<file path="src/hdl/sfa_pkg.sv">
// Shared types and codes for the segment fit allocator.
`default_nettype none
package sfa_pkg;

  // One segment table entry: owner 0 marks a free segment
  typedef struct packed {
    logic [15:0] owner;
    logic [15:0] size;
  } seg_t;

  // Placement rules
  localparam logic [1:0] FIT_FIRST = 2'd0;
  localparam logic [1:0] FIT_BEST  = 2'd1;
  localparam logic [1:0] FIT_WORST = 2'd2;

  // Result codes
  localparam logic [2:0] ST_DONE     = 3'd0;
  localparam logic [2:0] ST_NOFIT    = 3'd1;
  localparam logic [2:0] ST_FULL     = 3'd2;
  localparam logic [2:0] ST_NOTFOUND = 3'd3;
  localparam logic [2:0] ST_BAD      = 3'd4;

  // Register indexes
  localparam logic [7:0] REG_STRATEGY = 8'd0;
  localparam logic [7:0] REG_TOTAL    = 8'd1;

  // Request kinds
  localparam logic MODE_ALLOC   = 1'b0;
  localparam logic MODE_RELEASE = 1'b1;

  localparam logic [15:0] DEFAULT_TOTAL = 16'd4000;

endpackage
`default_nettype wire

</file>
<file path="src/hdl/segment_fit_allocator.sv">
// Top level of the segment fit allocator: request sequencer around the table memory.
//
//  channel   direction  handshake               payload
//  request   in         start & !busy           mode, owner_id, request_size
//  result    out        done (one cycle pulse)  status
//  config    in         cfg_valid & cfg_ready   cfg_index, cfg_data
//
// An allocate scans the table, then for a split moves the entries behind the
// pick up by one and writes two entries; a release streams the table once,
// freeing and merging in the same pass. The result is then shown in the done
// state. After reset the init state writes the first entry; the receiver
// cannot stall and config is taken only while idle.
`default_nettype none
module segment_fit_allocator #(
  parameter int MAX_SEGMENTS = 64
) (
  input  wire logic        clk,
  input  wire logic        rst,
  input  wire logic        start,
  output logic             busy,
  input  wire logic        mode,
  input  wire logic [15:0] owner_id,
  input  wire logic [15:0] request_size,
  output logic             done,
  output logic [2:0]       status,
  input  wire logic        cfg_valid,
  output logic             cfg_ready,
  input  wire logic [7:0]  cfg_index,
  input  wire logic [15:0] cfg_data
);
  import sfa_pkg::*;

  localparam int AW = $clog2(MAX_SEGMENTS);
  localparam int CW = $clog2(MAX_SEGMENTS + 1);
  localparam logic [CW-1:0] CNT_MAX = CW'(MAX_SEGMENTS);
  localparam logic [CW-1:0] CNT_ONE = CW'(1);

  typedef enum logic [7:0] {
    S_INIT   = 8'b00000001,
    S_IDLE   = 8'b00000010,
    S_SCAN   = 8'b00000100,
    S_SHIFT  = 8'b00001000,
    S_SPLITA = 8'b00010000,
    S_SPLITB = 8'b00100000,
    S_REL    = 8'b01000000,
    S_FIN    = 8'b10000000
  } state_t;

  state_t         state, state_next;
  logic [1:0]     strategy, strategy_next;
  logic [CW-1:0]  cnt, cnt_next;
  logic [CW-1:0]  rd_idx, rd_idx_next;
  logic           rd_vld, rd_vld_next;
  logic [AW-1:0]  rd_pos, rd_pos_next;
  logic           found, found_next;
  logic [AW-1:0]  pick, pick_next;
  logic [15:0]    pick_size, pick_size_next;
  logic [CW-1:0]  wr_ptr, wr_ptr_next;
  logic [15:0]    prev_owner, prev_owner_next;
  logic [15:0]    prev_size, prev_size_next;
  logic [15:0]    req_id, req_id_next;
  logic [15:0]    req_size, req_size_next;
  logic [2:0]     status_next;

  logic           mem_we;
  logic [AW-1:0]  mem_waddr;
  seg_t           mem_wdata;
  logic [AW-1:0]  mem_raddr;
  seg_t           mem_rdata;

  logic [CW-1:0]  pick_up;
  logic           take;
  logic [15:0]    cur_owner;
  logic [15:0]    sum;

  sfa_mem #(.DEPTH(MAX_SEGMENTS), .AW(AW)) u_mem (
    .clk   (clk),
    .we    (mem_we),
    .waddr (mem_waddr),
    .wdata (mem_wdata),
    .raddr (mem_raddr),
    .rdata (mem_rdata)
  );

  assign busy      = (state != S_IDLE);
  assign cfg_ready = (state == S_IDLE);
  assign done      = (state == S_FIN);
  assign pick_up   = CW'(pick) + CNT_ONE;

  // sequencer
  always_comb begin
    state_next      = state;
    strategy_next   = strategy;
    cnt_next        = cnt;
    rd_idx_next     = rd_idx;
    rd_vld_next     = 1'b0;
    rd_pos_next     = rd_pos;
    found_next      = found;
    pick_next       = pick;
    pick_size_next  = pick_size;
    wr_ptr_next     = wr_ptr;
    prev_owner_next = prev_owner;
    prev_size_next  = prev_size;
    req_id_next     = req_id;
    req_size_next   = req_size;
    status_next     = status;
    mem_we          = 1'b0;
    mem_waddr       = '0;
    mem_wdata       = '0;
    mem_raddr       = rd_idx[AW-1:0];
    take            = 1'b0;
    cur_owner       = mem_rdata.owner;
    sum             = prev_size + mem_rdata.size;

    case (state)
      S_INIT: begin
        mem_we    = 1'b1;
        mem_wdata = '{owner: 16'd0, size: DEFAULT_TOTAL};
        state_next = S_IDLE;
      end

      S_IDLE: begin
        if (cfg_valid) begin
          if (cfg_index == REG_STRATEGY) begin
            strategy_next = cfg_data[1:0];
          end else if (cfg_index == REG_TOTAL) begin
            cnt_next  = CNT_ONE;
            mem_we    = 1'b1;
            mem_wdata = '{owner: 16'd0, size: cfg_data};
          end
        end
        if (start) begin
          req_id_next   = owner_id;
          req_size_next = request_size;
          rd_idx_next   = '0;
          found_next    = 1'b0;
          wr_ptr_next   = '0;
          if (owner_id == 16'd0 || (mode == MODE_ALLOC && request_size == 16'd0)) begin
            status_next = ST_BAD;
            state_next  = S_FIN;
          end else if (mode == MODE_RELEASE) begin
            state_next = S_REL;
          end else if (strategy != FIT_FIRST && strategy != FIT_BEST &&
                       strategy != FIT_WORST) begin
            status_next = ST_NOFIT;
            state_next  = S_FIN;
          end else begin
            state_next = S_SCAN;
          end
        end
      end

      S_SCAN: begin
        // issue reads in order, judge each entry in the cycle after its read
        if (rd_idx < cnt) begin
          rd_vld_next = 1'b1;
          rd_pos_next = rd_idx[AW-1:0];
          rd_idx_next = rd_idx + CNT_ONE;
        end
        if (rd_vld && mem_rdata.owner == 16'd0 && mem_rdata.size >= req_size) begin
          take = !found ||
                 (strategy == FIT_BEST  && mem_rdata.size < pick_size) ||
                 (strategy == FIT_WORST && mem_rdata.size > pick_size);
          if (take) begin
            found_next     = 1'b1;
            pick_next      = rd_pos;
            pick_size_next = mem_rdata.size;
          end
        end
        if (!(rd_idx < cnt) && !rd_vld) begin
          if (!found) begin
            status_next = ST_NOFIT;
            state_next  = S_FIN;
          end else if (pick_size == req_size) begin
            mem_we      = 1'b1;
            mem_waddr   = pick;
            mem_wdata   = '{owner: req_id, size: req_size};
            status_next = ST_DONE;
            state_next  = S_FIN;
          end else if (cnt >= CNT_MAX) begin
            status_next = ST_FULL;
            state_next  = S_FIN;
          end else begin
            rd_idx_next = cnt - CNT_ONE;
            state_next  = S_SHIFT;
          end
        end
      end

      S_SHIFT: begin
        // move entries behind the pick up by one, last first
        if (rd_idx >= pick_up) begin
          rd_vld_next = 1'b1;
          rd_pos_next = rd_idx[AW-1:0];
          rd_idx_next = rd_idx - CNT_ONE;
        end
        if (rd_vld) begin
          mem_we    = 1'b1;
          mem_waddr = rd_pos + AW'(1);
          mem_wdata = mem_rdata;
        end
        if (!(rd_idx >= pick_up) && !rd_vld) begin
          state_next = S_SPLITA;
        end
      end

      S_SPLITA: begin
        mem_we     = 1'b1;
        mem_waddr  = pick_up[AW-1:0];
        mem_wdata  = '{owner: 16'd0, size: pick_size - req_size};
        state_next = S_SPLITB;
      end

      S_SPLITB: begin
        mem_we      = 1'b1;
        mem_waddr   = pick;
        mem_wdata   = '{owner: req_id, size: req_size};
        cnt_next    = cnt + CNT_ONE;
        status_next = ST_DONE;
        state_next  = S_FIN;
      end

      S_REL: begin
        // free matching entries and compact free runs in one pass
        if (rd_idx < cnt) begin
          rd_vld_next = 1'b1;
          rd_pos_next = rd_idx[AW-1:0];
          rd_idx_next = rd_idx + CNT_ONE;
        end
        if (rd_vld) begin
          if (mem_rdata.owner == req_id) begin
            cur_owner  = 16'd0;
            found_next = 1'b1;
          end
          mem_we = 1'b1;
          if (wr_ptr != '0 && prev_owner == 16'd0 && cur_owner == 16'd0) begin
            mem_waddr      = wr_ptr[AW-1:0] - AW'(1);
            mem_wdata      = '{owner: 16'd0, size: sum};
            prev_size_next = sum;
          end else begin
            mem_waddr       = wr_ptr[AW-1:0];
            mem_wdata       = '{owner: cur_owner, size: mem_rdata.size};
            prev_owner_next = cur_owner;
            prev_size_next  = mem_rdata.size;
            wr_ptr_next     = wr_ptr + CNT_ONE;
          end
        end
        if (!(rd_idx < cnt) && !rd_vld) begin
          cnt_next    = wr_ptr;
          status_next = found ? ST_DONE : ST_NOTFOUND;
          state_next  = S_FIN;
        end
      end

      S_FIN: begin
        state_next = S_IDLE;
      end

      default: begin
        state_next = S_IDLE;
      end
    endcase
  end

  // control registers
  always_ff @(posedge clk) begin
    if (rst) begin
      state    <= S_INIT;
      strategy <= FIT_FIRST;
      cnt      <= CNT_ONE;
      rd_vld   <= 1'b0;
    end else begin
      state    <= state_next;
      strategy <= strategy_next;
      cnt      <= cnt_next;
      rd_vld   <= rd_vld_next;
    end
  end

  // working registers
  always_ff @(posedge clk) begin
    rd_idx     <= rd_idx_next;
    rd_pos     <= rd_pos_next;
    found      <= found_next;
    pick       <= pick_next;
    pick_size  <= pick_size_next;
    wr_ptr     <= wr_ptr_next;
    prev_owner <= prev_owner_next;
    prev_size  <= prev_size_next;
    req_id     <= req_id_next;
    req_size   <= req_size_next;
    status     <= status_next;
  end

endmodule
`default_nettype wire

</file>
<file path="src/hdl/sfa_mem.sv">
// Segment table memory: one write port, one read port, registered read data.
`default_nettype none
module sfa_mem #(
  parameter int DEPTH = 64,
  parameter int AW    = 6
) (
  input  wire                logic   clk,
  input  wire                logic   we,
  input  wire                logic [AW-1:0] waddr,
  input  wire                sfa_pkg::seg_t wdata,
  input  wire                logic [AW-1:0] raddr,
  output sfa_pkg::seg_t      rdata
);
  import sfa_pkg::*;

  seg_t mem [DEPTH];

  // write port
  always_ff @(posedge clk) begin
    if (we) begin
      mem[waddr] <= wdata;
    end
  end

  // read port, registered read data
  always_ff @(posedge clk) begin
    rdata <= mem[raddr];
  end

endmodule
`default_nettype wire

</file>
<file path="config.mk">
export PLATFORM = sky130hd
export DESIGN_NAME = segment_fit_allocator
export DESIGN_NICKNAME = d
export VERILOG_FILES = /design/src/hdl/sfa_pkg.sv /design/src/hdl/segment_fit_allocator.sv /design/src/hdl/sfa_mem.sv
export SDC_FILE = /design/constraint.sdc
export NUM_CORES = 2
export LEC_CHECK = 0
export BUFFER_PORTS_ARGS = -buffer_cell sky130_fd_sc_hd__buf_2
export CAP_MARGIN = 15
export CELL_PAD_IN_SITES_DETAIL_PLACEMENT = 1
export CELL_PAD_IN_SITES_GLOBAL_PLACEMENT = 2
export CORE_MARGIN = 3
export CORE_UTILIZATION = 40
export CTS_CLUSTER_DIAMETER = 60
export DETAILED_ROUTE_END_ITERATION = 8
export PLACE_DENSITY = 0.73
export SYNTH_ARGS = -nofsm -noshare
export SYNTH_HDL_FRONTEND = slang
export SYNTH_SLANG_ARGS = --single-unit
</file>
<file path="constraint.sdc">
create_clock -name clk -period 5.94 [get_ports clk]
set_input_delay 0.297 -clock clk [delete_from_list [all_inputs] [get_ports clk]]
set_output_delay 0.297 -clock clk [all_outputs]
set_load 0.02 [all_outputs]
</file>
==> flow_summary_export.csv <==
group,metric,value,unit
run_status,status,"finished clean",
final_layout,fin_cells,7320,
logic_synthesis,syn_inst,3959,
sta,final.period_utilization,83.7,%
place,port-buffer-count,66,
die,die_h,474,um
final_layout,utilization,46.4,%
logic_synthesis,synth_area,87600,um^2
sta,fin_hold_ws,0.174,ns
die,ios,67,
cts,ctsHoldBuffers,41,
sta,fmax,201,MHz
sta,hold_viol,0,
min_path,holdPathStages,2,
sta,finalCriticalPeriod,4.97,ns
detailed_routing,vias_per_cell,5.85,
global_route,grt_use_total,20.2,%
power_and_ir_drop,p_leak,28.4,nW
power_and_ir_drop,vdd_drop_max,0.352,mV
critical_path,cp_top_family,"simple AND/OR/NAND/NOR gates",
final_layout,nets,4414,
logic_synthesis,synth_seq_cells,2208,
global_route,antenna_found_initial,20,
final_layout,final_area,101000,um^2
cts,clockRootBuffer,"clkbuf_16",
sta,rsz0062_at_grt,"no",
sta,slew_viol_final,0,
detailed_routing,wl_met2,108000,um
sta,worst_slack,0.971,ns
cts,cts_tree,"done",
power_and_ir_drop,p_per_area,324,nW/um^2
logic_synthesis,synth_top_cells_by_area,"edfxtp_1 74%, mux4_2 17%, ha_1 1.2%",
cts,h-tree-depth,4,
detailed_routing,drc_errors,0,
cts,path_clk_slew,0.06,ns
critical_path,end_kind,"register",
place,place_ws,1.04,ns
final_layout,fillCellCount,19700,
sta,relSlewSlack,19.8,%
sta,fin_setup_tns,0,ns
logic_synthesis,synthFlopType,"edfxtp_1",
critical_path,critPathMaxStageDelay,0.59,ns
cts,cts.sinks,2208,
cts,postCtsSetupBuffers,0,
critical_path,crit_chain,"inv_1 -> ha_1 -> or3_1 -> o2111ai_1 -> or4b_4 -> a21oi_2 -> buf_4 -> or2_2 -> buf_4 -> a221oi_2 -> nand3_2 -> nor2_4 -> buf_4",
critical_path,startpoint_type,"register",
global_route,grt_pass1_vias,44300,
logic_synthesis,yosys_warnings,0,
detailed_routing,drt_iter0_drc,5216,
cts,cts_buffer_depth,3,
critical_path,critical_path_depth,13,
critical_path,worstPathRequired,6.41,ns
logic_synthesis,syn_avg_cell_area,22.1,um^2
die,die_area,225000,um^2
final_layout,areaGrowthSynthToFinish,15.2,%
critical_path,slowest_stage,"nand3_2",
detailed_routing,wl_met1,97700,um
critical_path,cp_data_arrival_time,5.44,ns
global_route,grt_max_degree,130,
critical_path,crit_buf_inv,4,
power_and_ir_drop,finalPower,32.7,mW
global_route,grt_pass1_wl,327000,um
sta,tightest_slew,1.20,ns
critical_path,cp_common_cell,"buf_4",
logic_synthesis,ys_async_sr_fraction,0,%
detailed_routing,antenna_left,0,
die,row_count,171,
min_path,hp-class,"in2reg",
global_route,overflow,0,
final_layout,drive_above_1_share,30.5,%
logic_synthesis,synth_top_area_share,74.0,%
critical_path,crit_fanout,32,
sta,finalSetupViolCount,0,
cts,cts-resized-gates,0,
detailed_routing,wire_per_inst,31.0,um
place,dp_hpwl,139000,um
cts,clk_latency,0.87,ns
detailed_routing,routed_wl,227000,um
sta,skew,0.0406,ns
logic_synthesis,yosysUniqueCellTypes,71,
critical_path,critPathKind,"reg2reg",
detailed_routing,routed.top_layer,"met5",
die,fp.dieW,474,um
detailed_routing,wl_met3,16200,um
die,core-area,217000,um^2
critical_path,reg2regPathDepth,13,
cts,cts_buffers,220,
logic_synthesis,synth_area_leader_cell,"edfxtp_1",
die,start_util,40.3,%
logic_synthesis,syn_nets,4107,
place,gp_congestion,0.806,
logic_synthesis,ys_seq_area_share,75.1,%
detailed_routing,num_vias,42800,
place,dp.cells,6856,
place,placed_area,92900,um^2
logic_synthesis,synth_edf_count,2158,
detailed_routing,drt_pass1_iterations,6,
run,cap_violations,0,
## area by class of cell
| cell class | instances | area, um^2 | area share (%) |
|---|---|---|---|
| Tap cell | 2854 | 3570 | 3.54 |
| Multi-Input combinational cell | 1510 | 21500 | 21.3 |
| Sequential cell | 2208 | 65800 | 65.2 |
| Inverter | 56 | 210 | 0.208 |
| Clock buffer | 275 | 5940 | 5.89 |
| Timing Repair Buffer | 270 | 2270 | 2.25 |
| Clock inverter | 144 | 1590 | 1.58 |
| Antenna cell | 3 | 7.51 | 0.00744 |
## worst paths after layout
check	startpoint	endpoint	slack [ns]
worst max-delay path	cnt[2]	u_mem.mem[23][0]	0.97
worst min-delay path	owner_id[1]	req_id[1]	0.17
worst max register to register	cnt[2]	u_mem.mem[23][0]	0.97
worst min register to register	rd_pos[5]	pick[5]	0.48
## synth_stat cells, types with 5 or more instances
master,number
a211oi_1,13
a21o_1,18
a21oi_1,51
a221o_1,8
a221oi_1,16
a222oi_1,6
a22o_1,17
a22oi_1,5
a31oi_1,6
and2_1,21
and3_1,10
buf_1,32
buf_2,26
clkbuf_1,123
dfxtp_1,50
edfxtp_1,2158
ha_1,85
inv_1,56
mux2i_1,8
mux4_2,672
nand2_1,95
nand2b_1,7
nand3_1,35
nand3_2,6
nand4_1,19
nor2_1,124
nor2b_1,12
nor3_1,21
nor4_1,28
o21a_1,11
o21ai_0,56
o221ai_1,8
o22ai_1,7
or3_1,11
xnor2_1,27
xor2_1,41
## cell usage in the layout (no fill, tap or decap), drive strengths merged, types with 57 or more instances in the layout
cell type,instances
o21ai,57
clkinv,84
ha,85
nand2,95
edfxtp,2158
buf,229
mux4,672
nor2,124
inv,76
clkbuf,275
## power breakdown
group / internal (mW) / switching [mW] / total, mW
Sequential: 17.0 / 0.0863 / 17.1
Clock: 8.35 / 6.02 / 14.4
Combinational: 0.516 / 0.717 / 1.23
## flip-flops by register name, summed over array words and instances (netlist names)
name	flops
strategy	2
status	3
found	1
pick	6
cnt	7
req_size	16
prev_size	16
wr_ptr	7
prev_owner	16
pick_size	16
state	8
rd_pos	6
u_mem.mem	2048
req_id	16
rd_idx	7
u_mem.rdata	32
rd_vld	1
## layer usage
| layer | vias to the layer above | track usage (%) |
|---|---|---|
| li1 | 17500 | - |
| met1 | 23300 | 29.6 |
| met2 | 1736 | 31.6 |
| met3 | 309 | 3.49 |
| met4 | 2 | 5.16 |
| met5 | - | 0 |
## cells by family (layout without fill, tap and decap cells)
group	count (synthesis)	count (layout)	share of synthesized area [%]
multiplexers	680	680	17.4
other	0	3	0
flip-flops	2208	2208	75.1
adder cells (fa/ha/maj)	87	87	1.26
AO/OA/AOI/OAI	258	258	2.10
buffers and inverters	241	745	1.09
XOR/XNOR	68	68	0.680
AND/OR/NAND/NOR	417	417	2.38
Power figures use the tool's default switching activity.
